`src/sv/ase_pkg.sv`:
```
// types, constants and codes shared by the array store engine
package ase_pkg;

  localparam int unsigned DEPTH_DEF = 16;
  localparam int unsigned WIDTH_DEF = 32;
  localparam int unsigned LEN_W     = 5;
  localparam int unsigned POS_W     = 5;
  localparam int unsigned DATA_W    = 32;
  localparam int unsigned PADDR_W   = 2;
  localparam int unsigned PDATA_W   = 32;

  localparam logic [LEN_W-1:0]   LEN_RESET         = 5'd16;
  localparam logic [PADDR_W-1:0] ADDR_ARRAY_LENGTH = 2'd0;

  typedef enum logic [2:0] {
    OP_WRITE     = 3'd0,
    OP_SEARCH    = 3'd1,
    OP_REVERSE   = 3'd2,
    OP_SORT_ASC  = 3'd3,
    OP_SORT_DESC = 3'd4,
    OP_READ      = 3'd5
  } op_e;

  typedef enum logic [1:0] {
    ST_OK        = 2'd0,
    ST_INVALID   = 2'd1,
    ST_NOT_FOUND = 2'd2
  } status_e;

  typedef struct packed {
    logic [2:0]              opcode;
    logic [POS_W-1:0]        position;
    logic signed [DATA_W-1:0] value;
  } req_t;

  typedef struct packed {
    logic [1:0]              status;
    logic [POS_W-1:0]        found_position;
    logic signed [DATA_W-1:0] element;
    logic                    last;
  } res_t;

  typedef enum logic [3:0] {
    S_IDLE,
    S_WRITE,
    S_SRCH_RD,
    S_SRCH_CMP,
    S_REV_RD,
    S_REV_W1,
    S_REV_W2,
    S_SORT_RD,
    S_SORT_CMP,
    S_SORT_W2,
    S_OUT_RD,
    S_OUT_EMIT,
    S_RESP_OK,
    S_RESP_INVALID,
    S_RESP_NOT_FOUND,
    S_RESP_FOUND
  } state_e;

  typedef enum logic [1:0] {
    RD_I,
    RD_PAIR,
    RD_IJ
  } rd_sel_e;

  typedef enum logic [1:0] {
    WR_POS,
    WR_I_B,
    WR_I1_A,
    WR_J_A
  } wr_sel_e;

  typedef enum logic [2:0] {
    OUT_OK,
    OUT_INVALID,
    OUT_NOT_FOUND,
    OUT_FOUND,
    OUT_ELEM
  } out_kind_e;

  typedef struct packed {
    logic      latch;
    logic      rd_en;
    rd_sel_e   rd_sel;
    logic      wr_en;
    wr_sel_e   wr_sel;
    logic      step_i;
    logic      step_sort;
    logic      step_rev;
    logic      out_load;
    out_kind_e out_kind;
  } ctrl_t;

  typedef struct packed {
    logic n_zero;
    logic n_small;
    logic pos_ok;
    logic match;
    logic swap;
    logic i_last;
    logic sort_last;
    logic rev_more;
    logic out_free;
  } stat_t;

endpackage

```
`src/sv/ase_ram.sv`:
```
// generic ram, one write port, two registered read ports
module ase_ram #(
  parameter int unsigned WIDTH = ase_pkg::WIDTH_DEF,
  parameter int unsigned DEPTH = ase_pkg::DEPTH_DEF
) (
  input  logic                     clk_i,
  input  logic                     we_i,
  input  logic [$clog2(DEPTH)-1:0] waddr_i,
  input  logic [WIDTH-1:0]         wdata_i,
  input  logic                     re_i,
  input  logic [$clog2(DEPTH)-1:0] raddr_a_i,
  input  logic [$clog2(DEPTH)-1:0] raddr_b_i,
  output logic [WIDTH-1:0]         rdata_a_o,
  output logic [WIDTH-1:0]         rdata_b_o
);

  logic [WIDTH-1:0] mem_q [DEPTH];

  always_ff @(posedge clk_i) begin
    if (we_i) begin
      mem_q[waddr_i] <= wdata_i;
    end
    if (re_i) begin
      rdata_a_o <= mem_q[raddr_a_i];
      rdata_b_o <= mem_q[raddr_b_i];
    end
  end

endmodule

```
`src/sv/ase_ctrl.sv`:
```
// controller state machine of the array store engine
module ase_ctrl (
  input  logic           clk_i,
  input  logic           rst_ni,
  input  logic           in_valid_i,
  input  logic [2:0]     opcode_i,
  input  ase_pkg::stat_t stat_i,
  output logic           in_ready_o,
  output ase_pkg::ctrl_t ctrl_o
);

  ase_pkg::state_e state_q, state_d;

  always_ff @(posedge clk_i or negedge rst_ni) begin
    if (!rst_ni) begin
      state_q <= ase_pkg::S_IDLE;
    end else begin
      state_q <= state_d;
    end
  end

  always_comb begin
    state_d    = state_q;
    ctrl_o     = '0;
    in_ready_o = 1'b0;
    unique case (state_q)
      ase_pkg::S_IDLE: begin
        in_ready_o = 1'b1;
        if (in_valid_i) begin
          ctrl_o.latch = 1'b1;
          unique case (opcode_i) inside
            ase_pkg::OP_WRITE: state_d = ase_pkg::S_WRITE;
            ase_pkg::OP_SEARCH: begin
              state_d = stat_i.n_zero ? ase_pkg::S_RESP_NOT_FOUND : ase_pkg::S_SRCH_RD;
            end
            ase_pkg::OP_REVERSE: begin
              state_d = stat_i.n_small ? ase_pkg::S_RESP_OK : ase_pkg::S_REV_RD;
            end
            ase_pkg::OP_SORT_ASC, ase_pkg::OP_SORT_DESC: begin
              state_d = stat_i.n_small ? ase_pkg::S_RESP_OK : ase_pkg::S_SORT_RD;
            end
            ase_pkg::OP_READ: begin
              state_d = stat_i.n_zero ? ase_pkg::S_IDLE : ase_pkg::S_OUT_RD;
            end
            default: state_d = ase_pkg::S_IDLE;
          endcase
        end
      end
      ase_pkg::S_WRITE: begin
        if (stat_i.pos_ok) begin
          ctrl_o.wr_en  = 1'b1;
          ctrl_o.wr_sel = ase_pkg::WR_POS;
          state_d       = ase_pkg::S_RESP_OK;
        end else begin
          state_d = ase_pkg::S_RESP_INVALID;
        end
      end
      ase_pkg::S_SRCH_RD: begin
        ctrl_o.rd_en  = 1'b1;
        ctrl_o.rd_sel = ase_pkg::RD_I;
        state_d       = ase_pkg::S_SRCH_CMP;
      end
      ase_pkg::S_SRCH_CMP: begin
        if (stat_i.match) begin
          state_d = ase_pkg::S_RESP_FOUND;
        end else if (stat_i.i_last) begin
          state_d = ase_pkg::S_RESP_NOT_FOUND;
        end else begin
          ctrl_o.step_i = 1'b1;
          state_d       = ase_pkg::S_SRCH_RD;
        end
      end
      ase_pkg::S_REV_RD: begin
        ctrl_o.rd_en  = 1'b1;
        ctrl_o.rd_sel = ase_pkg::RD_IJ;
        state_d       = ase_pkg::S_REV_W1;
      end
      ase_pkg::S_REV_W1: begin
        ctrl_o.wr_en  = 1'b1;
        ctrl_o.wr_sel = ase_pkg::WR_I_B;
        state_d       = ase_pkg::S_REV_W2;
      end
      ase_pkg::S_REV_W2: begin
        ctrl_o.wr_en    = 1'b1;
        ctrl_o.wr_sel   = ase_pkg::WR_J_A;
        ctrl_o.step_rev = 1'b1;
        state_d = stat_i.rev_more ? ase_pkg::S_REV_RD : ase_pkg::S_RESP_OK;
      end
      ase_pkg::S_SORT_RD: begin
        ctrl_o.rd_en  = 1'b1;
        ctrl_o.rd_sel = ase_pkg::RD_PAIR;
        state_d       = ase_pkg::S_SORT_CMP;
      end
      ase_pkg::S_SORT_CMP: begin
        if (stat_i.swap) begin
          ctrl_o.wr_en  = 1'b1;
          ctrl_o.wr_sel = ase_pkg::WR_I_B;
          state_d       = ase_pkg::S_SORT_W2;
        end else begin
          ctrl_o.step_sort = 1'b1;
          state_d = stat_i.sort_last ? ase_pkg::S_RESP_OK : ase_pkg::S_SORT_RD;
        end
      end
      ase_pkg::S_SORT_W2: begin
        ctrl_o.wr_en     = 1'b1;
        ctrl_o.wr_sel    = ase_pkg::WR_I1_A;
        ctrl_o.step_sort = 1'b1;
        state_d = stat_i.sort_last ? ase_pkg::S_RESP_OK : ase_pkg::S_SORT_RD;
      end
      ase_pkg::S_OUT_RD: begin
        ctrl_o.rd_en  = 1'b1;
        ctrl_o.rd_sel = ase_pkg::RD_I;
        state_d       = ase_pkg::S_OUT_EMIT;
      end
      ase_pkg::S_OUT_EMIT: begin
        if (stat_i.out_free) begin
          ctrl_o.out_load = 1'b1;
          ctrl_o.out_kind = ase_pkg::OUT_ELEM;
          if (stat_i.i_last) begin
            state_d = ase_pkg::S_IDLE;
          end else begin
            ctrl_o.step_i = 1'b1;
            state_d       = ase_pkg::S_OUT_RD;
          end
        end
      end
      ase_pkg::S_RESP_OK: begin
        if (stat_i.out_free) begin
          ctrl_o.out_load = 1'b1;
          ctrl_o.out_kind = ase_pkg::OUT_OK;
          state_d         = ase_pkg::S_IDLE;
        end
      end
      ase_pkg::S_RESP_INVALID: begin
        if (stat_i.out_free) begin
          ctrl_o.out_load = 1'b1;
          ctrl_o.out_kind = ase_pkg::OUT_INVALID;
          state_d         = ase_pkg::S_IDLE;
        end
      end
      ase_pkg::S_RESP_NOT_FOUND: begin
        if (stat_i.out_free) begin
          ctrl_o.out_load = 1'b1;
          ctrl_o.out_kind = ase_pkg::OUT_NOT_FOUND;
          state_d         = ase_pkg::S_IDLE;
        end
      end
      ase_pkg::S_RESP_FOUND: begin
        if (stat_i.out_free) begin
          ctrl_o.out_load = 1'b1;
          ctrl_o.out_kind = ase_pkg::OUT_FOUND;
          state_d         = ase_pkg::S_IDLE;
        end
      end
      default: state_d = ase_pkg::S_IDLE;
    endcase
  end

endmodule

```
`src/sv/ase_datapath.sv`:
```
// datapath: element store, index counters, compare and result register
module ase_datapath #(
  parameter int unsigned DEPTH = ase_pkg::DEPTH_DEF,
  parameter int unsigned WIDTH = ase_pkg::WIDTH_DEF
) (
  input  logic                      clk_i,
  input  logic                      rst_ni,
  input  ase_pkg::req_t             req_i,
  input  logic [ase_pkg::LEN_W-1:0] array_length_i,
  input  ase_pkg::ctrl_t            ctrl_i,
  input  logic                      out_ready_i,
  output ase_pkg::stat_t            stat_o,
  output logic                      out_valid_o,
  output ase_pkg::res_t             out_data_o
);

  localparam int unsigned ADDR_W = $clog2(DEPTH);
  localparam int unsigned CNT_W  = $clog2(DEPTH + 1);
  localparam int unsigned CMP_W  = (CNT_W > ase_pkg::LEN_W) ? CNT_W : ase_pkg::LEN_W;

  logic [CMP_W-1:0]  len_ext, depth_ext, n_full, pos_ext;
  logic [CNT_W-1:0]  n, i_inc;
  logic [ADDR_W-1:0] i_q, j_q, end_q, i1;

  logic [ase_pkg::POS_W-1:0] pos_q;
  logic signed [WIDTH-1:0]   key_q;
  logic                      desc_q;

  logic [DEPTH-1:0]        valid_q;
  logic                    valid_a_q, valid_b_q;
  logic [ADDR_W-1:0]       raddr_a, raddr_b, waddr;
  logic [WIDTH-1:0]        wdata, rdata_a, rdata_b;
  logic signed [WIDTH-1:0] a_w, b_w;

  ase_pkg::res_t res_q, res_d;
  logic          out_valid_q;

  // used length, capped at the store depth
  assign len_ext   = CMP_W'(array_length_i);
  assign depth_ext = CMP_W'(DEPTH);
  assign n_full    = (len_ext > depth_ext) ? depth_ext : len_ext;
  assign n         = CNT_W'(n_full);
  assign pos_ext   = CMP_W'(pos_q);
  assign i_inc     = CNT_W'(i_q) + CNT_W'(1);
  assign i1        = i_q + ADDR_W'(1);

  // never-written entries read as zero
  assign a_w = valid_a_q ? $signed(rdata_a) : '0;
  assign b_w = valid_b_q ? $signed(rdata_b) : '0;

  always_comb begin
    raddr_a = i_q;
    raddr_b = i_q;
    case (ctrl_i.rd_sel)
      ase_pkg::RD_PAIR: raddr_b = i1;
      ase_pkg::RD_IJ:   raddr_b = j_q;
      default:          raddr_b = i_q;
    endcase
  end

  always_comb begin
    waddr = i_q;
    wdata = b_w;
    case (ctrl_i.wr_sel)
      ase_pkg::WR_POS: begin
        waddr = ADDR_W'(pos_ext - CMP_W'(1));
        wdata = key_q;
      end
      ase_pkg::WR_I_B: begin
        waddr = i_q;
        wdata = b_w;
      end
      ase_pkg::WR_I1_A: begin
        waddr = i1;
        wdata = a_w;
      end
      default: begin
        waddr = j_q;
        wdata = a_w;
      end
    endcase
  end

  ase_ram #(
    .WIDTH(WIDTH),
    .DEPTH(DEPTH)
  ) u_store (
    .clk_i    (clk_i),
    .we_i     (ctrl_i.wr_en),
    .waddr_i  (waddr),
    .wdata_i  (wdata),
    .re_i     (ctrl_i.rd_en),
    .raddr_a_i(raddr_a),
    .raddr_b_i(raddr_b),
    .rdata_a_o(rdata_a),
    .rdata_b_o(rdata_b)
  );

  always_ff @(posedge clk_i or negedge rst_ni) begin
    if (!rst_ni) begin
      valid_q   <= '0;
      valid_a_q <= 1'b0;
      valid_b_q <= 1'b0;
    end else begin
      if (ctrl_i.wr_en) begin
        valid_q[waddr] <= 1'b1;
      end
      if (ctrl_i.rd_en) begin
        valid_a_q <= valid_q[raddr_a];
        valid_b_q <= valid_q[raddr_b];
      end
    end
  end

  always_ff @(posedge clk_i) begin
    if (ctrl_i.latch) begin
      pos_q  <= req_i.position;
      key_q  <= WIDTH'(req_i.value);
      desc_q <= (req_i.opcode == ase_pkg::OP_SORT_DESC);
    end
  end

  always_ff @(posedge clk_i or negedge rst_ni) begin
    if (!rst_ni) begin
      i_q   <= '0;
      j_q   <= '0;
      end_q <= '0;
    end else if (ctrl_i.latch) begin
      i_q   <= '0;
      j_q   <= ADDR_W'(n - CNT_W'(1));
      end_q <= ADDR_W'(n - CNT_W'(1));
    end else if (ctrl_i.step_i) begin
      i_q <= i1;
    end else if (ctrl_i.step_rev) begin
      i_q <= i1;
      j_q <= j_q - ADDR_W'(1);
    end else if (ctrl_i.step_sort) begin
      if (i1 == end_q) begin
        i_q   <= '0;
        end_q <= end_q - ADDR_W'(1);
      end else begin
        i_q <= i1;
      end
    end
  end

  always_comb begin
    stat_o.n_zero    = (n == '0);
    stat_o.n_small   = (n < CNT_W'(2));
    stat_o.pos_ok    = (pos_ext != '0) && (pos_ext <= CMP_W'(n));
    stat_o.match     = (a_w == key_q);
    stat_o.swap      = desc_q ? (a_w < b_w) : (a_w > b_w);
    stat_o.i_last    = (i_inc == n);
    stat_o.sort_last = (i1 == end_q) && (end_q == ADDR_W'(1));
    stat_o.rev_more  = (i1 < (j_q - ADDR_W'(1)));
    stat_o.out_free  = !out_valid_q || out_ready_i;
  end

  always_comb begin
    res_d                = '0;
    res_d.status         = ase_pkg::ST_OK;
    res_d.last           = 1'b1;
    case (ctrl_i.out_kind)
      ase_pkg::OUT_INVALID:   res_d.status = ase_pkg::ST_INVALID;
      ase_pkg::OUT_NOT_FOUND: res_d.status = ase_pkg::ST_NOT_FOUND;
      ase_pkg::OUT_FOUND:     res_d.found_position = ase_pkg::POS_W'(i_inc);
      ase_pkg::OUT_ELEM: begin
        res_d.element = ase_pkg::DATA_W'(a_w);
        res_d.last    = (i_inc == n);
      end
      default: res_d.status = ase_pkg::ST_OK;
    endcase
  end

  always_ff @(posedge clk_i or negedge rst_ni) begin
    if (!rst_ni) begin
      out_valid_q <= 1'b0;
    end else if (ctrl_i.out_load) begin
      out_valid_q <= 1'b1;
    end else if (out_ready_i) begin
      out_valid_q <= 1'b0;
    end
  end

  always_ff @(posedge clk_i) begin
    if (ctrl_i.out_load) begin
      res_q <= res_d;
    end
  end

  assign out_valid_o = out_valid_q;
  assign out_data_o  = res_q;

endmodule

```
`src/sv/array_store_engine.sv`:
```
// top level of the array store engine
// Holds DEPTH signed words, of which the first array_length (capped at DEPTH) are in use;
// the store reads as all zero after reset. One request is worked at a time and the next
// is taken once the previous one has put its last result, if any, in the output register.
// All store traffic goes through one RAM with a single write port and two read ports:
// search reads and compares one element at a time, reverse reads a pair and writes
// both back, and sorts compare neighbours and swap them over n(n-1)/2 compares. Each
// request yields one result, read-out one per element with last on the final one; unused
// opcodes and read-out of an empty array yield none.
module array_store_engine #(
  parameter int unsigned DEPTH = ase_pkg::DEPTH_DEF,
  parameter int unsigned WIDTH = ase_pkg::WIDTH_DEF
) (
  input  logic                        clk_i,
  input  logic                        rst_ni,
  input  logic                        in_valid_i,
  output logic                        in_ready_o,
  input  ase_pkg::req_t               in_data_i,
  output logic                        out_valid_o,
  input  logic                        out_ready_i,
  output ase_pkg::res_t               out_data_o,
  input  logic                        psel,
  input  logic                        penable,
  input  logic                        pwrite,
  input  logic [ase_pkg::PADDR_W-1:0] paddr,
  input  logic [ase_pkg::PDATA_W-1:0] pwdata,
  output logic [ase_pkg::PDATA_W-1:0] prdata,
  output logic                        pready
);

  logic [ase_pkg::LEN_W-1:0] array_length_q;
  ase_pkg::ctrl_t            ctrl;
  ase_pkg::stat_t            stat;

  assign pready = 1'b1;

  always_ff @(posedge clk_i or negedge rst_ni) begin
    if (!rst_ni) begin
      array_length_q <= ase_pkg::LEN_RESET;
    end else if (psel && penable && pwrite && pready) begin
      array_length_q <= pwdata[ase_pkg::LEN_W-1:0];
    end
  end

  assign prdata = (paddr == ase_pkg::ADDR_ARRAY_LENGTH) ?
                  ase_pkg::PDATA_W'(array_length_q) : '0;

  ase_ctrl u_ctrl (
    .clk_i     (clk_i),
    .rst_ni    (rst_ni),
    .in_valid_i(in_valid_i),
    .opcode_i  (in_data_i.opcode),
    .stat_i    (stat),
    .in_ready_o(in_ready_o),
    .ctrl_o    (ctrl)
  );

  ase_datapath #(
    .DEPTH(DEPTH),
    .WIDTH(WIDTH)
  ) u_datapath (
    .clk_i         (clk_i),
    .rst_ni        (rst_ni),
    .req_i         (in_data_i),
    .array_length_i(array_length_q),
    .ctrl_i        (ctrl),
    .out_ready_i   (out_ready_i),
    .stat_o        (stat),
    .out_valid_o   (out_valid_o),
    .out_data_o    (out_data_o)
  );

endmodule

```
`config.mk`:
```
export PLATFORM = sky130hd
export DESIGN_NAME = array_store_engine
export DESIGN_NICKNAME = d
export VERILOG_FILES = /design/src/sv/ase_pkg.sv /design/src/sv/ase_ram.sv /design/src/sv/ase_ctrl.sv /design/src/sv/ase_datapath.sv /design/src/sv/array_store_engine.sv
export SDC_FILE = /design/constraint.sdc
export NUM_CORES = 1
export LEC_CHECK = 0
export BUFFER_PORTS_ARGS = -buffer_cell sky130_fd_sc_hd__buf_2
export CAP_MARGIN = 5
export CORE_UTILIZATION = 64
export CTS_BUF_LIST = sky130_fd_sc_hd__clkbuf_2
export DETAILED_ROUTE_END_ITERATION = 8
export PLACE_DENSITY = 0.83
export RECOVER_POWER = 50
export SLEW_MARGIN = 0
export SYNTH_ARGS = -nofsm -noshare
export SYNTH_HDL_FRONTEND = slang
export SYNTH_SLANG_ARGS = --single-unit
```
`constraint.sdc`:
```
create_clock -name clk_i -period 6.9 [get_ports clk_i]
set_input_delay 0.345 -clock clk_i [delete_from_list [all_inputs] [get_ports clk_i]]
set_output_delay 0.345 -clock clk_i [all_outputs]
set_load 0.01 [all_outputs]
```
Word level (Yosys, flattened, before mapping) --
Memory sizes are Yosys's and may differ from the RTL's. A register that Yosys moved wholly into a read port is not among the register bits. Cells that the tools add are included.
Cells by class: bitwise gates (word level) 1, divide/modulo/power cells 0, reduce and logical (&&, ||, !) cells 24, $mul 0, order comparisons 10, multiplexer cells 68, equality and inequality tests 37, add/sub/neg operators 6, shifts and indexed selects 0
Operators by type and width (count):
- 4-bit 2-to-1 mux | 31
- 32-bit 2-to-1 mux | 2
- 32-bit one-hot mux with 2 select lines | 1
- 4-bit one-hot mux with 13 select lines | 1
- 4-bit one-hot mux with 5 select lines | 2
- 32-bit equality test | 1
- 4-bit equality test, second input constant | 8
- 32-bit greater-than comparator | 1
- 32-bit less-than comparator | 1
- 1-bit 2-to-1 mux | 17
- 4-bit by 3-bit equality test with 1-bit output, second input constant | 4
- 16-bit OR | 1
- 4-bit by 1-bit subtractor with 4-bit output, second input constant | 4
- 4-bit by 5-bit less-than comparator with 1-bit output, second input constant | 3
- 3-bit one-hot mux with 5 select lines | 1
- 3-bit by 2-bit equality test with 1-bit output, second input constant | 4
- 4-bit one-hot mux with 3 select lines | 1
- 5-bit 2-to-1 mux | 2
- 3-bit equality test, second input constant | 3
- 3-bit one-hot mux with 3 select lines | 1
- 1-bit binary-select mux with 4-bit select | 2
- 4-bit by 1-bit equality test with 1-bit output, second input constant | 2
- 4-bit by 2-bit equality test with 1-bit output, second input constant | 2
- 4-bit one-hot mux with 2 select lines | 1
- 33 further kinds | 50
Storage, ports and cells: memory bits (read-only) 0, RAM bits 512, output and inout port bits 75, memories 1, register bits 118, bits in latches 0, logic and storage cells 163
Memories:
- u_datapath.u_store.mem_q | depth 16, width 32, rd ports 2, clocked after memory_dff 2, write ports 1, RTL line ase_ram.sv:17 | logic [WIDTH-1:0] mem_q [DEPTH];

Longest topological paths before layout --
Gate-level depths: netlist of run 1.
depth in word-level cells 13, gate-level depth with buffers 17

Cells and area by module --
From an unflattened synthesis of run 1, not the netlist that was laid out.
Unflattened totals: cell total of the unflattened synthesis 2067, area, all modules 33489.6 um^2
Modules (own cells, without submodules):
- ase_ram | cells an instance 1141, area each 24843.8 um^2, times used 1
- ase_datapath | cells an instance 776, area each 7505.9 um^2, times used 1
- ase_ctrl | cells an instance 103, area each 694.4 um^2, times used 1
- array_store_engine | cells an instance 47, area each 445.4 um^2, times used 1

Least setup slack after synthesis of run 1 --
No wires, ideal clock.
path kind register to register, from register u_datapath.valid_a_q, to memory u_datapath.u_store.mem_q[15][0] in the netlist's numbering (enable), period minus slack after synthesis 5279 ps, stages on the path, launching flop included 16, path buffers 3, data arrival time 4858 ps, library setup time 421 ps, setup slack 1621 ps, cells stage by stage dfrtp_1 -> buf_6 -> clkbuf_1 -> clkbuf_1 -> nand2_1 -> inv_1 -> ha_1 -> a21oi_1 -> nand2_1 -> a221o_1 -> o31a_1 -> nor3_2 -> mux2i_1 -> o211ai_2 -> nand2b_1 -> nor2_1
Between the ends: cells in the longest elaborated chain, start to end 7
Ends and longest elaborated chain:
- from (decl) | RTL line ase_datapath.sv:30 | logic valid_a_q, valid_b_q;
- from (signal assigned) | RTL line ase_datapath.sv:109 | valid_a_q <= valid_q[raddr_a];
- 32-bit 2-to-1 mux (*) | RTL line ase_datapath.sv:48 | assign a_w = valid_a_q ? $signed(rdata_a) : '0;
- named net u_datapath.a_w[14] | RTL line ase_datapath.sv:33 | logic signed [WIDTH-1:0] a_w, b_w;
- 32-bit greater-than comparator / 32-bit less-than comparator (equally long branches) | RTL line ase_datapath.sv:152 | stat_o.swap = desc_q ? (a_w < b_w) : (a_w > b_w);
- 1-bit 2-to-1 mux (*) | RTL line ase_datapath.sv:152
- 3-bit 2-to-1 mux (*) | RTL line ase_ctrl.sv:95 | if (stat_i.swap) begin
- 3-bit one-hot mux with 5 select lines (*) | RTL line ase_ctrl.sv:26 | unique case (state_q)
- 2-bit equality test (tied with other cells) | RTL line ase_datapath.sv:64 | case (ctrl_i.wr_sel)
- 4-bit one-hot mux with 3 select lines / 1-bit 2-to-1 mux (equally long branches) | RTL line ase_datapath.sv:64, ase_ram.sv:21
- to (decl) | RTL line ase_ram.sv:17
The timed path passes the listed nets; every way through them passes the cells marked *.

Final worst setup path of run 1 --
from register u_datapath.valid_b_q, to memory u_datapath.u_store.mem_q[10][28] in the netlist's numbering (enable)
Between the ends: cells in the longest elaborated chain, start to end 7
Ends and longest elaborated chain:
- from (decl) | RTL line ase_datapath.sv:30
- from (signal assigned) | RTL line ase_datapath.sv:110 | valid_b_q <= valid_q[raddr_b];
- 32-bit 2-to-1 mux (*) | RTL line ase_datapath.sv:49 | assign b_w = valid_b_q ? $signed(rdata_b) : '0;
- 32-bit greater-than comparator / 32-bit less-than comparator (equally long branches) | RTL line ase_datapath.sv:152
- 1-bit 2-to-1 mux (*) | RTL line ase_datapath.sv:152
- 3-bit 2-to-1 mux (*) | RTL line ase_ctrl.sv:95
- 3-bit one-hot mux with 5 select lines (*) | RTL line ase_ctrl.sv:26
- 2-bit equality test (tied with other cells) | RTL line ase_datapath.sv:64
- 4-bit one-hot mux with 3 select lines / 1-bit 2-to-1 mux (equally long branches) | RTL line ase_datapath.sv:64, ase_ram.sv:21
Every way passes the cells marked *; elsewhere a longest branch is shown, timed or not.

==> reports/qor.yml, run 1 <==
status:
  status: "finished with violations"
  violations: "capacitance limit, slew limit"
pwr:
  power.density_nw_per_um2: 514
  pwr-share-seq: 0.392
  p_clk_frac: 0.137
  internal-power_uw: 11400
  switchingPower_uw: 7760
  p_comb_frac: 0.471
  p_leak_uw: 0.0128
  ir_worst_vdd_mv: 0.360
  p_total_uw: 19200
  p_sw_frac: 0.404
synth:
  synth.area.top_cells: "edfxtp_1, mux4_2, dfrtp_1"
  yosys_register_bits: 694
  synth_common_cells: "edfxtp_1, mux4_2, nand2_1"
  synth_edf_count: 654
  ys_types: 72
  yosysMostFrequentCell: "edfxtp_1"
  syn-cell-area_um2: 33600
  ys.flop_type: "edfxtp_1"
  yosysTopAreaCell: "edfxtp_1"
  synth_area_per_cell_um2: 16.1
  synth-seq-area-share: 0.615
  syn_inst: 2089
  synth.top_cell.area_share: 0.585
  postSynth.asyncResetShare: 0.0576
  synth_warnings: 0
critical_path:
  critPathMaxStageDelay_ns: 1.18
  cpMaxStageDelayCell: "and3_1"
  crit_fanout: 19
  crit_arrival_ns: 7.54
  critPathLaunchType: "flop"
  critPathBufInv: 2
  critPathTopFamily: "simple AND/OR/NAND/NOR gates"
  crit_required_ns: 7.89
  cp_cell_sequence: "buf_4 > nand2_1 > ha_1 > and4_1 > a221oi_1 > o32ai_1 > nor3_1 > mux2i_1 > o211ai_1 > and2_0 > and3_1 > buf_12"
  crit_start: "u_datapath.valid_b_q"
  worstSetupEndpointType: "flop"
  criticalPathCategory: "flop to flop"
  rr_startpoint: "u_datapath.valid_b_q"
sta:
  rsz0062_at_grt: "false"
  fin_crit_sh: 0.950
  max_slew_margin: -1.53
  period_minus_slack_ns: 6.56
  timing.fmax_mhz: 153
  maxSlewViolCount: 347
  fin_setup_tns_ns: 0
  finClkSkew_ns: 0.0847
  hold_ws_ns: 0.272
  tightest_slew_ns: 3.80
  setup_viol: 0
  hold_viol_final: 0
clock_network:
  clk_path_buf_depth: 3
  numCtsBuffers: 169
  cts.sinks: 694
  htreeDepth: 4
  clk_pin_slew_ns: 0.13
  root_buffer: "clkbuf_2"
  cts_tree: "built"
  clk_latency_ns: 1.34
  post_cts_resized: 0
floorplan:
  start_util: 0.651
  die_area_um2: 53400
  core_region_area_um2: 51600
  fp.dieW_um: 231
  die_y_um: 231
  top_level_ports: 156
  num_rows: 83
grt:
  grt_util_all_layers: 0.356
  grt_first_pass_wirelength_um: 138000
  grt.overflow.total: 0
  grt_antenna_before_repair: 1
  grt_max_degree: 91
  grt_pass1_vias: 22800
cells_and_area:
  area_growth_pct: 11.2
  drive_gt1_frac: 0.272
  final_area_um2: 37300
  finalNetCount: 2521
  fill_cells: 3070
placement:
  gp_congestion: 0.970
  hpwlAfterDp_um: 55800
  io_buffers: 100
  place_area_um2: 34900
drt:
  ant_nets: 0
  dr.pass1.iters: 7
  drc_errors: 0
  wl_um: 93100
  via_per_inst: 7.07
  drtIter0Drc: 3745
  vias: 22600
  wl_per_cell_um: 29.2
min_path:
  min_path_type: "input pin to flop"
  holdCritStartpoint: "in_data_i[23]"
flow_run:
  cap_viol_max_count: 8
flip-flops by register name, indices dropped and copies added, names as in the netlist, 4 cells and up:
signal,cells
u_datapath.u_store.mem_q,512
u_datapath.out_data_o,40
u_datapath.key_q,32
u_datapath.u_store.rdata_a_o,32
u_datapath.u_store.rdata_b_o,32
u_datapath.valid_q,16
array_length_q,5
u_datapath.pos_ext,5
u_ctrl.state_q,4
u_datapath.end_q,4
u_datapath.i_q,4
u_datapath.j_q,4
worst min-delay path, delay by kind of cell:
kind / cells / cell delay [ns]
buffers and inverters: 3 / 1.16
stage by stage:
stage	utilization	setup slack (ns)	instances
final	0.723	0.344	3194
after floorplan	-	1.62	2115
after global placement	0.677	1.32	2787
after detailed placement	0.677	1.07	2787
after CTS	0.726	1.00	3186
after global routing	0.723	0.377	3194
layout by cell type, fill, tap and decap left out, types with 11 or more instances in the layout:
cell	Yosys	routed
ha_1	49	49
xor2_1	17	17
dfrtp_1	39	35
dlygate4sd3_1	0	105
o21ai_0	38	38
nand3b_1	12	12
clkbuf_2	0	238
buf_12	0	11
nand2_1	186	186
and2_1	47	15
clkinv_1	1	34
inv_1	67	67
nor2_1	124	116
and2_0	0	28
conb_1	2	28
o22ai_1	17	17
a211oi_1	67	67
buf_4	28	28
a31oi_1	41	41
buf_2	18	52
xnor2_1	15	15
a22oi_1	18	18
nand4_1	12	12
edfxtp_1	654	654
nand3_1	17	17
mux4_2	297	297
a21oi_1	70	69
clkbuf_1	83	65
layout make-up:
class / count / area [um2] / area share
diodes: 1 / 2.50 / 0.0000670
clock buffers: 237 / 1190 / 0.0318
clock inverters: 56 / 269 / 0.00721
inverters: 68 / 255 / 0.00684
multi-input cells: 1196 / 12100 / 0.325
flip-flops and latches: 694 / 20600 / 0.553
well taps: 680 / 851 / 0.0228
repair buffers: 262 / 1990 / 0.0533
cells by family after synthesis:
group,Yosys count,share of synthesized area
buf+inv,225,0.0294
mux,309,0.203
compound gates,322,0.0634
other cells,2,0.000224
simple gates,456,0.0625
xor+xnor,32,0.00835
fa+ha+maj,49,0.0183
flops,694,0.615
layer usage:
metal | global-route usage | vias up | part of all wire | wire length, um
li1 | - | 9075 | - | -
met1 | 0.464 | 11000 | 0.34 | 31600
met2 | 0.555 | 2088 | 0.47 | 44000
met3 | 0.0858 | 377 | 0.13 | 12400
met4 | 0.206 | 0 | 0.055 | 5150
met5 | 0 | - | 0 | 0
path summary, 6_finish.rpt:
check                      slack, ns                               end  cells past startpoint
max                             0.34  u_datapath.u_store.mem_q[10][28]                     12
min                             0.27              u_datapath.key_q[23]                      3
min in group asynchronous       0.73                 array_length_q[4]                      4
max in group asynchronous       3.67                 u_datapath.i_q[0]                      5
max reg2reg                     0.34  u_datapath.u_store.mem_q[10][28]                     12
min reg2reg                     0.50             u_datapath.valid_q[7]                      1
repair_timing:
action / CTS / global route
hold buffers: 106 / 0
endpoints found under the hold margin: 179 / 0
setup endpoints to repair: 0 / 0
buffers inserted: 0 / 0
power groups by stage:
stage	clock network [uW]	registers [uW]	logic [uW]
after CTS	2650	7450	8820
final	2630	7530	9040
after floorplan	0	7150	6380
after global placement	0	7450	8420
after detailed placement	0	7540	8740
after global routing	2850	7580	9570
Power figures use the tool's default switching activity.
==> run 2: changes to the inputs <==
- CORE_MARGIN: unset -> 4
- MAX_ROUTING_LAYER: unset -> met4
==> run 2 against run 1 <==
  * The flow still finishes with violations (capacitance limit, slew limit)
  * Clock power increased by 9.1%
  * Setup slack improved by 0.34 ns
  * Critical path depth increased by 2
  * Final cell count increased by 0.50%
  * Register-to-register slack improved by 0.34 ns
  * Clock skew increased by 0.050 ns
  * Critical endpoint is now u_datapath.u_store.mem_q[7][28]
  * Largest power group unchanged
==> reports/qor.yml, run 2 (synthesis gave the netlist of run 1 again) <==
grt:
  grt.overflow.total: 0
  grt_max_degree: 65
  grt_antenna_before_repair: 3
  grt_pass1_vias: 22700
  grt-busiest-layer: "met2"
  globalRouteMet2Util: 0.539
  met1_usage: 0.456
  grt_first_pass_wirelength_um: 142000
  grt_util_all_layers: 0.355
  grt_use_met3: 0.0978
critical_path:
  crit_fanout: 40
  r2r_slack_ns: 0.69
  critPathTopFamily: "simple AND/OR/NAND/NOR gates"
  critPathMaxStageDelay_ns: 0.86
  crit_required_ns: 7.89
  cpMaxStageDelayCell: "dfrtp_2"
  rr_startpoint: "u_datapath.valid_a_q"
  critPathLaunchType: "flop"
  r2r-end: "u_datapath.u_store.mem_q[7][28]"
  crit_arrival_ns: 7.20
  critPathBufInv: 3
  cpMostUsedCell: "buf_4"
  criticalPathCategory: "flop to flop"
  worstSetupEndpointType: "flop"
  worst_r2r_path_depth: 14
  cp_cell_sequence: "buf_4 > nand2_1 > inv_1 > ha_1 > nand4_1 > nor2_1 > a221o_1 > o31a_1 > nor3_1 > mux2i_1 > o211ai_1 > nor2b_1 > and2_2 > buf_4"
clock_network:
  clk_path_buf_depth: 3
  post_cts_resized: 0
  cts_setup_buffers: 0
  cts.sinks: 694
  root_buffer: "clkbuf_2"
  numCtsBuffers: 168
  clk_pin_slew_ns: 0.13
  clk_latency_ns: 1.42
  cts_tree: "built"
  htreeDepth: 4
placement:
  gp_congestion: 0.953
  io_buffers: 100
  hpwlAfterDp_um: 56700
drt:
  via_per_inst: 7.10
  drc_errors: 0
  vias: 22800
  drtIter0Drc: 3497
  wl_per_cell_um: 30.0
  wl_um: 96300
  dr.pass1.iters: 5
  ant_nets: 0
floorplan:
  die_y_um: 237
  fp.dieW_um: 237
  core_region_area_um2: 51600
  num_rows: 83
  die_area_um2: 56200
  top_level_ports: 156
  start_util: 0.651
sta:
  max_slew_margin: -1.13
  fin_setup_tns_ns: 0
  tightest_slew_ns: 3.19
  timing.fmax_mhz: 161
  setup_viol: 0
  rsz0062_at_grt: "false"
  period_minus_slack_ns: 6.21
  fin_crit_sh: 0.900
  maxSlewViolCount: 437
  finClkSkew_ns: 0.135
  hold_viol_final: 0
cells_and_area:
  area_growth_pct: 11.8
  final_cell_mix: "edfxtp_1, mux4_2, clkbuf_2, nand2_1, nor2_1"
  multiInputGateArea_um2: 12100
  drive_gt1_frac: 0.269
  regArea_um2: 20600
  largest_register_ffs: 512
  final_common_cell: "edfxtp_1"
  regMostFlops: "u_datapath.u_store.mem_q"
  fill_cells: 3100
  finalNetCount: 2530
min_path:
  holdCritStartpoint: "in_data_i[25]"
  min_path_type: "input pin to flop"
  holdPathStages: 3
  min_to: "u_datapath.key_q[25]"
flow_run:
  cap_viol_max_count: 11
status:
  violations: "capacitance limit, slew limit"
  status: "finished with violations"
pwr:
  p_leak_uw: 0.0129
  ir_worst_vdd_mv: 0.392
  p_total_uw: 19500
  power.density_nw_per_um2: 520
## run 2: worst min-delay path: stages
cell and delay, ns:
dlygate4sd3_1 0.53, buf_2 0.10, dlygate4sd3_1 0.54
## run 2: area by class of cell
type | instances | share of cell area
well taps | 680 | 0.0227
inverters | 68 | 0.00680
repair buffers | 272 | 0.0537
clock buffers | 238 | 0.0317
flip-flops and latches | 694 | 0.550
multi-input cells | 1196 | 0.323
diodes | 3 | 0.000200
clock inverters | 59 | 0.0114
## run 2: worst max-delay path by stage
stage,start,to,slack (ns),depth (start not counted)
2_1_floorplan,u_datapath.valid_a_q,u_datapath.u_store.mem_q[15][0],1.62,15
3_3_place_gp,u_datapath.valid_a_q,u_datapath.u_store.mem_q[7][18],1.41,14
3_5_place_dp,u_datapath.valid_a_q,u_datapath.u_store.mem_q[0][26],1.29,12
4_1_cts,u_datapath.valid_a_q,u_datapath.u_store.mem_q[7][28],1.23,14
5_1_grt,u_datapath.valid_a_q,u_datapath.u_store.mem_q[15][3],0.43,14
6_report,u_datapath.valid_a_q,u_datapath.u_store.mem_q[7][28],0.69,14
## run 2: power by group
group	internal [uW]	total (uW)	leakage, uW	switching (uW)
clock network	1190	2870	0.00118	1670
logic	3700	9140	0.00528	5440
registers	6790	7520	0.00642	730
## run 2: metrics by stage
step,setup WS [ns],hold slack [ns],area [um2],instances,util
6_report,0.688,0.194,37500,3210,0.727
5_1_grt,0.426,0.133,37500,3210,0.727
4_1_cts,1.23,0.0571,37700,3205,0.730
3_5_place_dp,1.29,0.461,35000,2798,0.677
3_3_place_gp,1.41,0.455,35000,2798,0.677
2_1_floorplan,1.62,0.0494,33700,2115,-
## run 2: layer usage
metal	share of wire	vias up
li1	-	9114
met2	0.48	2154
met4	0.048	0
met3	0.14	341
met1	0.33	11200
met5	0	-
## run 2: timing repair
| item | CTS | global route |
|---|---|---|
| endpoints found under the hold margin | 180 | 0 |
| setup endpoints to repair | 0 | 0 |
| hold buffers | 110 | 0 |
